### src/rtl/hfcs_pkg.sv
`timescale 1ns / 1ps
`default_nettype none
// ----------------------------------------------------------------------------
// hfcs_pkg
// shared widths, codes and saturating helpers of the forward column step
// ----------------------------------------------------------------------------
package hfcs_pkg;

   localparam int VALUE_W            = 40;
   localparam int PROB_W             = 32;
   localparam int IDX_W              = 5;
   localparam int SCALE_W            = 32;
   localparam int SHIFT_W            = 6;
   localparam int NUM_STATES_DEF     = 16;
   localparam int FRACTION_BITS_DEF  = 32;

   localparam logic [VALUE_W-1:0] VALUE_MAX = {VALUE_W{1'b1}};

   // input item kinds
   localparam logic [1:0] MODE_LOAD_TRANS = 2'd0;
   localparam logic [1:0] MODE_LOAD_START = 2'd1;
   localparam logic [1:0] MODE_COLUMN     = 2'd2;

   // register indexes
   localparam logic [1:0] REG_EMIT_MASK   = 2'd0;
   localparam logic [1:0] REG_END_STATE   = 2'd1;
   localparam logic [1:0] REG_CUTOFF      = 2'd2;

   localparam logic [4:0] CUTOFF_RESET    = 5'd16;

   // control of the multiply-accumulate unit
   typedef struct packed {
      logic clear;
      logic term_valid;
   } mac_ctl_type;

   // saturating add of two values
   function automatic logic [VALUE_W-1:0] sat_add(input logic [VALUE_W-1:0] a,
                                                  input logic [VALUE_W-1:0] b);
      logic [VALUE_W:0] s;
      s = {1'b0, a} + {1'b0, b};
      return s[VALUE_W] ? VALUE_MAX : s[VALUE_W-1:0];
   endfunction

   // saturating left shift
   function automatic logic [VALUE_W-1:0] sat_shl(input logic [VALUE_W-1:0] v,
                                                  input logic [SHIFT_W-1:0] sh);
      logic [2*VALUE_W-1:0] w;
      w = {{VALUE_W{1'b0}}, v} << sh;
      if (v == '0)
         return '0;
      else if (sh >= SHIFT_W'(VALUE_W) || w[2*VALUE_W-1:VALUE_W] != '0)
         return VALUE_MAX;
      else
         return w[VALUE_W-1:0];
   endfunction

endpackage
`default_nettype wire

### src/rtl/hfcs_mac.sv
`timescale 1ns / 1ps
`default_nettype none
// ----------------------------------------------------------------------------
// hfcs_mac
// two stage value times probability multiply with saturating accumulate
// ----------------------------------------------------------------------------
module hfcs_mac (
   input  wire logic                          clock,
   input  wire logic                          reset,
   input  wire hfcs_pkg::mac_ctl_type         ctl,
   input  wire logic [hfcs_pkg::VALUE_W-1:0]  value,
   input  wire logic [hfcs_pkg::PROB_W-1:0]   prob,
   output logic      [hfcs_pkg::VALUE_W-1:0]  acc
);
   import hfcs_pkg::*;

   localparam int HI_W = VALUE_W - 32;

   logic [HI_W+PROB_W-1:0] hi_prod_ff;
   logic [32+PROB_W-1:0]   lo_prod_ff;
   logic                   valid_ff;
   logic [VALUE_W-1:0]     acc_ff;
   logic [VALUE_W:0]       term_sum;
   logic [VALUE_W-1:0]     term;

   // stage one: split partial products
   always_ff @(posedge clock) begin
      hi_prod_ff <= value[VALUE_W-1:32] * prob;
      lo_prod_ff <= value[31:0] * prob;
   end

   always_ff @(posedge clock) begin
      if (reset) begin
         valid_ff <= 1'b0;
      end else begin
         valid_ff <= ctl.term_valid;
      end
   end

   // recombine, truncate below the binary point, saturate
   always_comb begin
      term_sum = (VALUE_W+1)'(hi_prod_ff) + (VALUE_W+1)'(lo_prod_ff[63:32]);
      term     = term_sum[VALUE_W] ? VALUE_MAX : term_sum[VALUE_W-1:0];
   end

   // stage two: accumulate
   always_ff @(posedge clock) begin
      if (ctl.clear) begin
         acc_ff <= '0;
      end else if (valid_ff) begin
         acc_ff <= sat_add(acc_ff, term);
      end
   end

   assign acc = acc_ff;

endmodule
`default_nettype wire

### config.mk
export PLATFORM = sky130hd
export DESIGN_NAME = hfcs_mac
export DESIGN_NICKNAME = d
export VERILOG_FILES = /design/src/rtl/hfcs_pkg.sv /design/src/rtl/hfcs_mac.sv
export SDC_FILE = /design/constraint.sdc
export NUM_CORES = 2
export LEC_CHECK = 0
export BUFFER_PORTS_ARGS = -buffer_cell sky130_fd_sc_hd__buf_2
export CORE_MARGIN = 3
export CORE_UTILIZATION = 45
export CTS_BUF_LIST = sky130_fd_sc_hd__clkbuf_8 sky130_fd_sc_hd__clkbuf_16
export CTS_CLUSTER_SIZE = 20
export DETAILED_ROUTE_END_ITERATION = 6
export SYNTH_ARGS = -nofsm -noshare
export SYNTH_HDL_FRONTEND = slang
export SYNTH_SLANG_ARGS = --single-unit
### constraint.sdc
create_clock -name clock -period 7.05 [get_ports clock]
set_input_delay 0.3525 -clock clock [delete_from_list [all_inputs] [get_ports clock]]
set_output_delay 0.3525 -clock clock [all_outputs]
set_load 0.01 [all_outputs]
==> results_dict.tcl <==
set metrics [dict create \
    row_count 117 \
    syn_avg_cell_area_um2 8.967 \
    setup_viol 0 \
    grt_max_degree 42 \
    cts-htree-levels 4 \
    tightest_slew_ns 0.7804 \
    reg2reg_depth 23 \
    finalCriticalPeriod_ns 7.031 \
    areaGrowthSynthToFinish_pct 11.97 \
    critPathArrivalTime_ns 7.34 \
    cts_tree "done" \
    numCtsBuffers 17 \
    grt_remaining_overflow 0 \
    first_global_vias 37467 \
    wl_per_cell_um 18.17 \
    synth_common_cells "inv_1, fa_1, and2_1" \
    fillers 9542 \
    status "complete, no violations" \
    grt_pass1_wl_um 203800 \
    syn_inst 5205 \
    coreArea_mm2 0.1023 \
    maxSlewHeadroom_pct 47.98 \
    ys.flop_type "dfxtp_1" \
    track_usage_pct 23.71 \
    die-area_mm2 0.1076 \
    ys_top_cells_by_area "fa_1, ha_1, and2_1" \
    gp_congestion 0.8758 \
    finalHoldViolCount 0 \
    drt-total-wl_um 123500 \
    io_pins 116 \
    clockBufferDepth 2 \
    crit_type "in -> reg" \
    synthesis.area_mm2 0.04667 \
    synth.most_common_cell "inv_1" \
    crit_required_ns 7.36 \
    die_h_um 328.1 \
    vias_per_cell 5.107 \
    ant_nets 0 \
    skew_ns 0.01034 \
    async_flop_share_pct 0 \
    first_pass_iters 5 \
    max_freq_ghz 0.1422 \
    ys_types 84 \
    seq_area_frac_synth_pct 4.847 \
    maxCapViolCount 0 \
    cts_root_buf "clkbuf_16" \
    layout-drive-gt1-share_pct 11.71 \
    synth-seq-cells 113 \
    synth_top_area_share_pct 46.20 \
    min_path_type "in -> reg" \
    start_util_pct 45.61 \
    startpoint_type "primary input" \
    slew_viol_final 0 \
    yosysWarningCount 0 \
    cts.sinks 113 \
    rrSetupSlack_ns 0.80 \
    dp_hpwl_um 106800 \
    port_buffers 115 \
    timing.final.crit_share_pct 99.73 \
    critPathMaxFanout 10 \
    nets 6955 \
    register_area_mm2 0.002262 \
    vias 34694 \
    syn-num-nets 6750 \
    dp.cells 6735 \
    antenna_found_initial 6 \
    clk_latency_ns 0.42 \
    cts_hold_buf 0 \
    drc 0 \
    fp.dieW_um 328.1 \
    hold_depth 2 \
    multi_input_area_mm2 0.03965 \
    fin_util_pct 51.07 \
    rsz0062_at_grt "yes" \
    synth_edf_count 0 \
    cts.clk_slew.worst_paths_ns 0.06 \
    final_cells 6793 \
    initialDrtViolationCount 2053 \
    netlist.top_cell.by_area "fa_1" \
    end_kind "register" \
]
## state kept, by name (all words and copies together), names as in the netlist
register    cells
acc            40
hi_prod_ff     40
lo_prod_ff     32
valid_ff        1
## through the flow
| step | TNS, ns | cell area [µm²] | hold WS, ns | worst slack, ns |
|---|---|---|---|---|
| 2_1_floorplan | 0 | 46700 | 0.4241 | 0.001314 |
| 3_5_place_dp | -18.03 | 50700 | 0.4966 | -0.7794 |
| 3_3_place_gp | -15.42 | 50700 | 0.4908 | -0.6747 |
| 4_1_cts | -0.1790 | 51590 | 0.06853 | -0.06769 |
| 5_1_grt | -1.033 | 52260 | 0.08862 | -0.1441 |
| 6_report | 0 | 52260 | 0.08478 | 0.01883 |
## worst max-delay path, cell delays in order
cell and delay, ns:
buf_12 0.13, buf_12 0.14, and2_4 0.13, fa_1 0.48, fa_1 0.62, fa_2 0.48, fa_1 0.59, fa_1 0.45
fa_1 0.49, fa_1 0.53, inv_2 0.04, fa_2 0.58, inv_2 0.06, ha_4 0.27, buf_6 0.10, nand4_1 0.20
or2_4 0.33, o32ai_4 0.24, nor2_4 0.11, o41ai_4 0.30, buf_6 0.17, a21oi_4 0.06, a311o_1 0.33, xnor2_1 0.13
## worst paths after layout
path / from / end
max reg2reg: lo_prod_ff[37] / acc[15]
min: reset / valid_ff
min reg2reg: acc[28] / acc[28]
max: value[7] / lo_prod_ff[63]
## layout make-up
type	instances	share of cell area [%]
sequential	113	4.329
inverter	1082	7.772
clock inverter	12	0.2705
antenna	3	0.01437
clock buffer	19	0.8667
multi-input combinational	3724	75.88
timing repair buffer	472	7.597
tap	1368	3.275
## metal layers
metal	vias up	global-route usage [%]	share of wire [%]
met1	17767	34.31	46
met2	851	38.88	47
li1	15962	-	-
met5	-	0	0.025
met3	110	3.379	6.2
met4	4	3.109	1.6
## cell families (layout without fill, tap and decap cells)
group / after synthesis / count (layout) / synth area share [%]
buf+inv: 1368 / 1585 / 11.05
compound gates: 500 / 500 / 7.356
xor+xnor: 133 / 133 / 2.496
fa+ha+maj: 1469 / 1469 / 56.70
other cells: 0 / 3 / 0
flops: 113 / 113 / 4.847
mux: 4 / 4 / 0.09650
simple gates: 1618 / 1618 / 17.45
## cells in the final DEF (no fill, tap or decap), types with 18 or more instances in the layout
cell / instances
a211oi_1: 44
a21o_1: 82
a21oi_1: 145
and2_1: 690
buf_12: 31
buf_2: 72
buf_4: 317
buf_6: 33
clkbuf_16: 18
dfxtp_1: 113
fa_1: 1052
fa_2: 25
ha_1: 380
inv_1: 1073
nand2_1: 686
nand3_1: 22
nand4_1: 20
nor2_1: 102
o21ai_0: 60
o21bai_1: 21
xnor2_1: 83
xor2_1: 50
## repair_timing
| item | 4_1_cts | 5_1_grt |
|---|---|---|
| buffers inserted | 14 | 11 |
| pin swaps | 19 | 72 |
| gates cloned | 1 | 1 |
| setup endpoints to repair | 26 | 26 |
| resized for setup | 55 | 153 |
| hold endpoints to repair | 0 | 0 |
Power is not shown: default switching activity piles up to over one toggle a cycle in this logic, so the estimate is an artifact.
