**src/rtl/hfcs_pkg.sv**
```systemverilog
`timescale 1ns / 1ps
`default_nettype none
// ----------------------------------------------------------------------------
// hfcs_pkg
// shared widths, codes and saturating helpers of the forward column step
// ----------------------------------------------------------------------------
package hfcs_pkg;

   localparam int VALUE_W            = 40;
   localparam int PROB_W             = 32;
   localparam int IDX_W              = 5;
   localparam int SCALE_W            = 32;
   localparam int SHIFT_W            = 6;
   localparam int NUM_STATES_DEF     = 16;
   localparam int FRACTION_BITS_DEF  = 32;

   localparam logic [VALUE_W-1:0] VALUE_MAX = {VALUE_W{1'b1}};

   // input item kinds
   localparam logic [1:0] MODE_LOAD_TRANS = 2'd0;
   localparam logic [1:0] MODE_LOAD_START = 2'd1;
   localparam logic [1:0] MODE_COLUMN     = 2'd2;

   // register indexes
   localparam logic [1:0] REG_EMIT_MASK   = 2'd0;
   localparam logic [1:0] REG_END_STATE   = 2'd1;
   localparam logic [1:0] REG_CUTOFF      = 2'd2;

   localparam logic [4:0] CUTOFF_RESET    = 5'd16;

   // control of the multiply-accumulate unit
   typedef struct packed {
      logic clear;
      logic term_valid;
   } mac_ctl_type;

   // saturating add of two values
   function automatic logic [VALUE_W-1:0] sat_add(input logic [VALUE_W-1:0] a,
                                                  input logic [VALUE_W-1:0] b);
      logic [VALUE_W:0] s;
      s = {1'b0, a} + {1'b0, b};
      return s[VALUE_W] ? VALUE_MAX : s[VALUE_W-1:0];
   endfunction

   // saturating left shift
   function automatic logic [VALUE_W-1:0] sat_shl(input logic [VALUE_W-1:0] v,
                                                  input logic [SHIFT_W-1:0] sh);
      logic [2*VALUE_W-1:0] w;
      w = {{VALUE_W{1'b0}}, v} << sh;
      if (v == '0)
         return '0;
      else if (sh >= SHIFT_W'(VALUE_W) || w[2*VALUE_W-1:VALUE_W] != '0)
         return VALUE_MAX;
      else
         return w[VALUE_W-1:0];
   endfunction

endpackage
`default_nettype wire

```
**src/rtl/hfcs_norm.sv**
```systemverilog
`timescale 1ns / 1ps
`default_nettype none
// ----------------------------------------------------------------------------
// hfcs_norm
// iterative leading-zero count of the column maximum, one bit per cycle
// ----------------------------------------------------------------------------
module hfcs_norm #(
   parameter int FRACTION_BITS = hfcs_pkg::FRACTION_BITS_DEF
) (
   input  wire logic                          clock,
   input  wire logic                          start,
   input  wire logic [hfcs_pkg::VALUE_W-1:0]  maximum,
   output logic                               done,
   output logic      [hfcs_pkg::SHIFT_W-1:0]  lz
);
   import hfcs_pkg::*;

   localparam int NW = (FRACTION_BITS > VALUE_W) ? FRACTION_BITS : VALUE_W;

   logic [NW-1:0]      m_ff;
   logic [SHIFT_W-1:0] lz_ff;

   // shift until the top fraction bit is set
   always_ff @(posedge clock) begin
      if (start) begin
         m_ff  <= NW'(maximum);
         lz_ff <= '0;
      end else if (!m_ff[FRACTION_BITS-1]) begin
         m_ff  <= m_ff << 1;
         lz_ff <= lz_ff + 1'b1;
      end
   end

   assign done = m_ff[FRACTION_BITS-1];
   assign lz   = lz_ff;

endmodule
`default_nettype wire
```
**config.mk**
```make
export PLATFORM = sky130hd
export DESIGN_NAME = hfcs_norm
export DESIGN_NICKNAME = d
export VERILOG_FILES = /design/src/rtl/hfcs_pkg.sv /design/src/rtl/hfcs_norm.sv
export SDC_FILE = /design/constraint.sdc
export NUM_CORES = 1
export LEC_CHECK = 0
export BUFFER_PORTS_ARGS = -buffer_cell sky130_fd_sc_hd__clkbuf_2
export CAP_MARGIN = 20
export CORE_MARGIN = 2
export CORE_UTILIZATION = 35
export CTS_CLUSTER_SIZE = 20
export DETAILED_ROUTE_END_ITERATION = 16
export SETUP_SLACK_MARGIN = 0.2
export SYNTH_ARGS = -nofsm -noshare
export SYNTH_HDL_FRONTEND = slang
export SYNTH_SLANG_ARGS = --single-unit
```
**constraint.sdc**
```tcl
create_clock -name clock -period 4.07 [get_ports clock]
set_clock_uncertainty 0.15 [all_clocks]
set_input_delay 1.0175 -clock clock [delete_from_list [all_inputs] [get_ports clock]]
set_output_delay 1.0175 -clock clock [all_outputs]
set_load 0.005 [all_outputs]
```
==> impl_metrics.tcl, run 1 <==
set metrics [dict create \
    timing.hold.ws_ps 352 \
    ys_warn_count 0 \
    cellLeakagePower_nw 0.830 \
    ctsHoldBuffers 0 \
    relSlewSlack_pct 58.2 \
    routedWlPerCell_um 14.7 \
    syn_nets 147 \
    drt-initial-drc-count 79 \
    start_kind "input port" \
    avgViaCountPerCell 5.02 \
    drc 0 \
    worstPathRequired_ps 3860 \
    min_path_cells 2 \
    clk_path_buf_depth 2 \
    endpoint "m_ff[12]" \
    ios 49 \
    cts_num_sinks 38 \
    endpoint_kind "flip-flop" \
    antenna_found_initial 0 \
    peakVddDrop_mv 0.184 \
    syn-cell-area_sq_um 1590 \
    ys.flop_type "edfxtp_1" \
    grt_pass1_vias 1044 \
    area_growth_pct 20.4 \
    netlist_instances 104 \
    r2r_start "m_ff[31]" \
    grt_max_degree 32 \
    gr-usage-all-layers_pct 12.4 \
    status "completed" \
    post-route-period-util_pct 59.2 \
    ctsHtreeMaxLevel 2 \
    cts_buffers 5 \
    core_area_sq_um 4350 \
    yosysUniqueCellTypes 21 \
    hpwlAfterDp_um 1920 \
    die_w_um 71.4 \
    ant_nets 0 \
    worstPathMaxFanout 31 \
    initial_core_util_pct 36.6 \
    die_y_um 71.4 \
    totalWireLength_um 2900 \
    grt_remaining_overflow 0 \
    nFillCells 397 \
    ys_async_sr_fraction_pct 0 \
    rrSetupSlack_ps 2520 \
    seq_area_sq_um 1070 \
    io_buffers 40 \
    hold_violations 0 \
    row_count 24 \
    p_per_area_nw_per_um2 461 \
    hp-class "reg2reg" \
    slew_viol_final 0 \
    setup_viol 0 \
    crit_type "in2reg" \
    avgSynthCellArea_sq_um 15.3 \
    synth_seq_cells 38 \
    clockRootBuffer "clkbuf_8" \
    insertion_delay_ps 290 \
    fmax_mhz 415 \
    drv_cap 0 \
    cts_resized 0 \
    seq_area_frac_synth_pct 67.3 \
    post-route-util_pct 44.0 \
    vias 989 \
    cts.reportedPaths.clkPinSlew_ps 70 \
    cts_tree "done" \
    gp_congestion 0.732 \
    dr.pass1.iters 4 \
    crit_path_start "start" \
    setup_tns_ps 0 \
    finalPower_w 0.000883 \
    rr_worst_depth 2 \
    grt_pass1_wl_um 4840 \
    worstReg2RegEnd "m_ff[12]" \
    multiInputGateArea_sq_um 457 \
    max_slew.worst_pin.slew_ps 625 \
    drive_above_1_share_pct 36.6 \
    final_net_count 187 \
    antenna_cells 0 \
    rsz0062_at_grt "no" \
    fin_crit_ps 2410 \
    crit_arrival_ps 2200 \
    synth_enable_flop_cells 31 \
    dieArea_sq_um 5100 \
    post_cts_buffers 0 \
]
==> layer usage <==
layer	track usage, %	vias to the layer above	wire length [um]
met3	3.52	5	172
met4	5.66	0	42
met1	15.4	473	1320
li1	-	482	-
met5	0	-	0
met2	20.1	29	1370
==> cells in the mapped netlist (all sizes together) (2+ instances only) <==
library cell | instances | area (sq um)
edfxtp | 31 | 931
a22o | 29 | 254
buf | 9 | 63.8
nor2 | 8 | 37.5
dfxtp | 7 | 140
nand2 | 3 | 11.3
xor2 | 3 | 26.3
nand2b | 2 | 12.5
nand4b | 2 | 32.5
o21ai | 2 | 10.0
==> worst min-delay path by stage <==
stage	start	to	slack, ps
2_1_floorplan	m_ff[30]	m_ff[31]	320
3_3_place_gp	lz[5]	lz[5]	330
3_5_place_dp	lz[5]	lz[5]	340
4_1_cts	lz[5]	lz[5]	350
5_1_grt	lz[5]	lz[5]	370
6_report	lz[5]	lz[5]	350
==> worst max-delay path: stages <==
cell and delay (ps):
clkbuf_2 350, buf_4 330, or2b_1 130, buf_4 350
==> report_power, final <==
group | switching (W) | internal [W] | leakage (nW)
Combinational | 0.0000390 | 0.0000426 | 0.384
Sequential | 0.0000207 | 0.000470 | 0.388
Clock | 0.000131 | 0.000180 | 0.0579
Total | 0.000191 | 0.000693 | 0.830
==> sequential cells by signal, summed over array words and instances, names as in the netlist <==
signal  cells
lz          6
m_ff       32
==> cell families (layout without fill, tap and decap cells) <==
kind of cell	Yosys count	in the layout	synth area share, %
multiplexers	1	1	0.629
flip-flops	38	38	67.3
AND/OR/NAND/NOR	19	19	8.02
XOR/XNOR	4	4	2.20
adder cells (fa/ha/maj)	1	1	0.786
buffers and inverters	9	50	4.01
AO/OA/AOI/OAI	32	32	17.1
==> layout make-up <==
type,instances,share of cell area (%)
clock buffer,5,3.59
clock inverter,3,2.09
multi-input combinational,57,23.8
sequential,38,55.9
tap,52,3.39
timing repair buffer,42,11.2
==> cells in the final DEF (no fill, tap or decap) <==
cell and n:
o21ai_0 2, buf_4 2, nand4b_1 1, and2_1 1, or2b_1 1, nand2b_1 2, xnor2_1 1, nor2_4 1
o21bai_1 1, clkbuf_2 40, bufinv_16 1, nand2_1 3, ha_1 1, edfxtp_1 31, a22o_1 29, nor2_1 7
clkbuf_8 5, dfxtp_1 7, mux2i_1 1, xor2_1 3, nor4_2 1, and2b_1 1, nand4b_4 1, clkinv_2 2
==> stage by stage <==
step,instances,cell area [sq um],setup slack [ps]
3_5_place_dp,189,1810,1330
4_1_cts,197,1920,1640
2_1_floorplan,104,1590,1440
6_report,197,1920,1660
5_1_grt,197,1920,1550
3_3_place_gp,189,1810,1370
Note: power is estimated with default switching activity, not from simulation.
==> run 2, diff against run 1 <==
==> constraint.sdc (replaced) <==
create_clock -name clock -period 2.3 [get_ports clock]
set_clock_uncertainty 0.15 [all_clocks]
set_input_delay 0.575 -clock clock [delete_from_list [all_inputs] [get_ports clock]]
set_output_delay 0.575 -clock clock [all_outputs]
set_load 0.005 [all_outputs]
==> impl_metrics.tcl, run 2 (same netlist as run 1, synthesis figures left out) <==
set metrics [dict create \
    p_per_area_nw_per_um2 780 \
    final_cell_mix "40 x clkbuf_2, 31 x edfxtp_1, 29 x a22o_1" \
    rsz0062_at_grt "no" \
    cts_resized 0 \
    status "completed" \
    largest_register "m_ff" \
    gr-usage-all-layers_pct 12.6 \
    relSlewSlack_pct 53.6 \
    routedWlPerCell_um 15.1 \
    drive_above_1_share_pct 36.3 \
    hpwlAfterDp_um 1950 \
    final_net_count 188 \
    max_stage_delay_ps 520 \
    cts_buffers 5 \
    place_area_sq_um 1820 \
    grt_max_degree 32 \
    grt_pass1_vias 1081 \
    ctsHoldBuffers 0 \
    worstPathRequired_ps 2290 \
    worstPathMaxFanout 29 \
    setup_viol 0 \
    slew_viol_final 0 \
    area_growth_pct 19.8 \
    crit_type "in2reg" \
    critPathBufInv 2 \
    setup_tns_ps 0 \
    netSwitchingPower_w 0.000333 \
    initial_core_util_pct 36.6 \
    io_buffers 40 \
    nFillCells 406 \
    max_slew.worst_pin.slew_ps 696 \
    hold_violations 0 \
    fmax_mhz 614 \
    post-route-util_pct 43.8 \
    grt_remaining_overflow 0 \
    grt_pass1_wl_um 5020 \
    antenna_found_initial 0 \
    cts_num_sinks 38 \
    totalWireLength_um 2990 \
    fin_crit_ps 1630 \
    crit_arrival_ps 1620 \
    p_int_w 0.00115 \
    row_count 24 \
    drc 0 \
    gp_congestion 0.684 \
    dieArea_sq_um 5100 \
    die_w_um 71.4 \
    die_y_um 71.4 \
    avgViaCountPerCell 5.16 \
    seq_area_sq_um 1070 \
    cellLeakagePower_nw 0.823 \
    post_cts_buffers 0 \
    start_kind "input port" \
    antenna_cells 0 \
    endpoint_kind "flip-flop" \
    dr.pass1.iters 4 \
    p_seq_share_pct 58.1 \
    core_area_sq_um 4350 \
    insertion_delay_ps 280 \
    combPwrFrac_pct 10.3 \
    place_ws_ps 392 \
    final_common_cell "clkbuf_2" \
    crit_family "simple AND/OR/NAND/NOR gates" \
    ant_nets 0 \
    drv_cap 0 \
    setup_ws_ps 673 \
    p_clk_share_pct 31.6 \
    ios 49 \
    netSwitchingFraction_pct 22.4 \
    hp-class "in2reg" \
    cts_tree "done" \
    multiInputGateArea_sq_um 458 \
    vias 1021 \
    post-route-period-util_pct 70.8 \
    cts.reportedPaths.clkPinSlew_ps 70 \
    ctsHtreeMaxLevel 2 \
    peakVddDrop_mv 0.349 \
    path_cells "clkbuf_2 -> buf_4 -> nor2_4 -> a22o_1" \
    largest_reg_flops 32 \
    clockRootBuffer "clkbuf_8" \
    design_area_sq_um 1910 \
    drt-initial-drc-count 59 \
    cp_slowest_cell "nor2_4" \
    clk_path_buf_depth 2 \
]
run 2: cell types whose count changed in the layout (fill, tap and decap cells not counted):
cell	change
buf_4	+1
or2b_2	+1
clkinv_2	-2
or2b_1	-1
clkbuf_1	+2
bufinv_16	-1
clkbuf_8	+1
run 2: worst reg2reg max path: cells and delay by family (launching register included):
family	cells	cell delay, ps
and+or+nand+nor	1	540
DFF	1	340
AOI/OAI and AO/OA	1	250
buffers and inverters	1	180
run 2: routing by layer:
metal  track usage, %  up-vias  part of all wire (%)
met5                0        -                     0
met4             4.40        0                   1.1
met3             3.66        5                   6.8
met2             19.4       35                    46
met1             17.0      495                    46
li1                 -      486                     -
run 2: final timing paths:
kind                from        to  slack (ps)  cells after the start
min          maximum[31]  m_ff[31]         350                      3
min reg2reg        lz[5]     lz[5]         350                      2
max reg2reg     m_ff[31]  m_ff[29]         700                      3
max                start  m_ff[29]         670                      4
run 2: power by group through the flow:
stage | combinational [W] | sequential, W | clock, W
after floorplan | 0.000106 | 0.000868 | 0
after global placement | 0.000150 | 0.000876 | 0
after global routing | 0.000172 | 0.000873 | 0.000507
after detailed placement | 0.000156 | 0.000878 | 0
after CTS | 0.000156 | 0.000865 | 0.000477
final | 0.000153 | 0.000864 | 0.000469
run 2: through the flow:
step | hold slack [ps] | power, W | std cells
after floorplan | 321 | 0.000974 | 104
after global placement | 329 | 0.00103 | 190
after detailed placement | 351 | 0.00103 | 190
after CTS | 352 | 0.00150 | 198
after global routing | 380 | 0.00155 | 198
final | 351 | 0.00149 | 198
run 2: layout make-up:
cell class,instances,area share (%)
Tap cell,52,3.41
Multi-Input combinational cell,57,24.0
Timing Repair Buffer,43,11.7
Sequential cell,38,56.2
Clock buffer,8,4.72
==> run 3, diff against run 2 <==
==> constraint.sdc (replaced) <==
create_clock -name clock -period 1.55 [get_ports clock]
set_clock_uncertainty 0.15 [all_clocks]
set_input_delay 0.3875 -clock clock [delete_from_list [all_inputs] [get_ports clock]]
set_output_delay 0.3875 -clock clock [all_outputs]
set_load 0.005 [all_outputs]
==> impl_metrics.tcl, run 3 (same netlist as run 1, synthesis figures left out) <==
set metrics [dict create \
    start_kind "flip-flop" \
    cts_buffers 5 \
    clk_path_buf_depth 2 \
    drc 0 \
    die_w_um 71.4 \
    area_growth_pct 22.7 \
    dp.cells 191 \
    status "completed" \
    grt_remaining_overflow 0 \
    antenna_found_initial 0 \
    largest_register "m_ff" \
    insertion_delay_ps 280 \
    design_area_sq_um 1950 \
    final_cell_mix "40 x clkbuf_2, 31 x edfxtp_1, 29 x a22o_1" \
    p_int_w 0.00167 \
    max_slew.worst_pin.slew_ps 642 \
    antenna_cells 0 \
    routedWlPerCell_um 15.7 \
    fmax_mhz 714 \
    hold_violations 0 \
    cellLeakagePower_nw 0.844 \
    rrSetupSlack_ps 150 \
    largest_reg_flops 32 \
    initial_core_util_pct 36.6 \
    place_area_sq_um 1830 \
    timing.hold.ws_ps 167 \
    die_y_um 71.4 \
    vias 1016 \
    core_area_sq_um 4350 \
    dieArea_sq_um 5100 \
    cts_num_sinks 38 \
    nFillCells 399 \
    worstPathMaxFanout 4 \
    worstPathRequired_ps 1010 \
    rsz0062_at_grt "yes" \
    cts.reportedPaths.clkPinSlew_ps 70 \
    setup_tns_ps 0 \
    drt-initial-drc-count 54 \
    final_net_count 192 \
    p_clk_share_pct 29.3 \
    grt_max_degree 32 \
    max_stage_delay_ps 370 \
    peakVddDrop_mv 0.635 \
    ios 49 \
    ctsHtreeMaxLevel 2 \
    cts_tree "done" \
    post-route-period-util_pct 90.3 \
    fin_crit_ps 1400 \
    clockRootBuffer "clkbuf_8" \
    final_common_cell "clkbuf_2" \
    endpoint_kind "output pin" \
    ant_nets 0 \
    drv_cap 0 \
    totalWireLength_um 3170 \
    avgViaCountPerCell 5.03 \
    instances_no_fill 202 \
    crit_type "reg2out" \
    cp_slowest_cell "dfxtp_4" \
    grt_pass1_vias 1062 \
    drive_above_1_share_pct 42.7 \
    io_buffers 40 \
    ctsHoldBuffers 0 \
    netSwitchingPower_w 0.000494 \
    combPwrFrac_pct 11.4 \
    crit_arrival_ps 860 \
    grt_pass1_wl_um 4820 \
    gr-usage-all-layers_pct 12.4 \
    row_count 24 \
    setup_viol 0 \
    slew_viol_final 0 \
    dr.pass1.iters 4 \
    p_seq_share_pct 59.3 \
    p_per_area_nw_per_um2 1110 \
    netSwitchingFraction_pct 22.8 \
    hpwlAfterDp_um 1980 \
    hp-class "in2reg" \
    relSlewSlack_pct 57.2 \
    path_cells "buf_6 -> clkbuf_2" \
    gp_congestion 0.697 \
]
run 3: cell count changes in the layout (fill, tap and decap cells not counted):
cell | previous run | this run
buf_4 | 3 | 4
buf_6 | 0 | 2
clkbuf_1 | 2 | 1
clkbuf_8 | 6 | 5
clkinv_1 | 0 | 1
clkinv_2 | 0 | 1
dfxtp_1 | 7 | 0
dfxtp_2 | 0 | 4
dfxtp_4 | 0 | 3
nor2_2 | 0 | 1
or2b_2 | 1 | 0
or2b_4 | 0 | 1
run 3: per-layer routing:
layer	part of all wire, %	vias up	global-route usage, %	routed length, um
met5	0	-	0	0
met4	1.9	0	6.29	60
met3	5.7	7	4.08	181
met2	48	27	18.9	1510
met1	45	487	15.8	1420
li1	-	495	-	-
run 3: through the flow:
| step | total power [W] | util, % | setup WS (ps) |
|---|---|---|---|
| 2_1_floorplan | 0.00145 | - | 126 |
| 3_3_place_gp | 0.00152 | 42.0 | -5.42 |
| 3_5_place_dp | 0.00154 | 42.0 | -71.4 |
| 4_1_cts | 0.00218 | 44.3 | 133 |
| 5_1_grt | 0.00227 | 44.9 | 107 |
| 6_report | 0.00217 | 44.9 | 150 |
run 3: repair_timing:
item                       in CTS  in global routing
setup buffers                   1                  1
cloned                          0                  1
setup endpoints to repair      33                 67
pin swaps                       1                  2
gates resized for setup         6                  6
run 3: power by group through the flow:
stage               Combinational (W)  Clock, W  Sequential, W
finish                       0.000248  0.000634        0.00129
global route                 0.000272  0.000703        0.00130
CTS                          0.000241  0.000657        0.00129
detailed placement           0.000234         0        0.00130
global placement             0.000224         0        0.00130
floorplan                    0.000163         0        0.00129
run 3: worst max-delay path: cells and delay by family (launching register included):
| family | cells | cell delay (ps) |
|---|---|---|
| buffers and inverters | 2 | 220 |
| DFF | 1 | 370 |
run 3: final cells by class:
type                       count  area, sq um  area share, %
multi-input combinational     58          467           23.9
timing repair buffer          46          253           12.9
clock buffer                   6         72.6           3.72
sequential                    38         1090           55.7
tap                           52         65.1           3.33
clock inverter                 2         8.76          0.448
run 3: final timing paths:
kind                                  to  cells past startpoint        start
worst min register to register     lz[5]                      2        lz[5]
worst min-delay path            m_ff[31]                      3  maximum[31]
worst max-delay path                done                      2     m_ff[31]
worst max register to register  m_ff[20]                      2     m_ff[31]
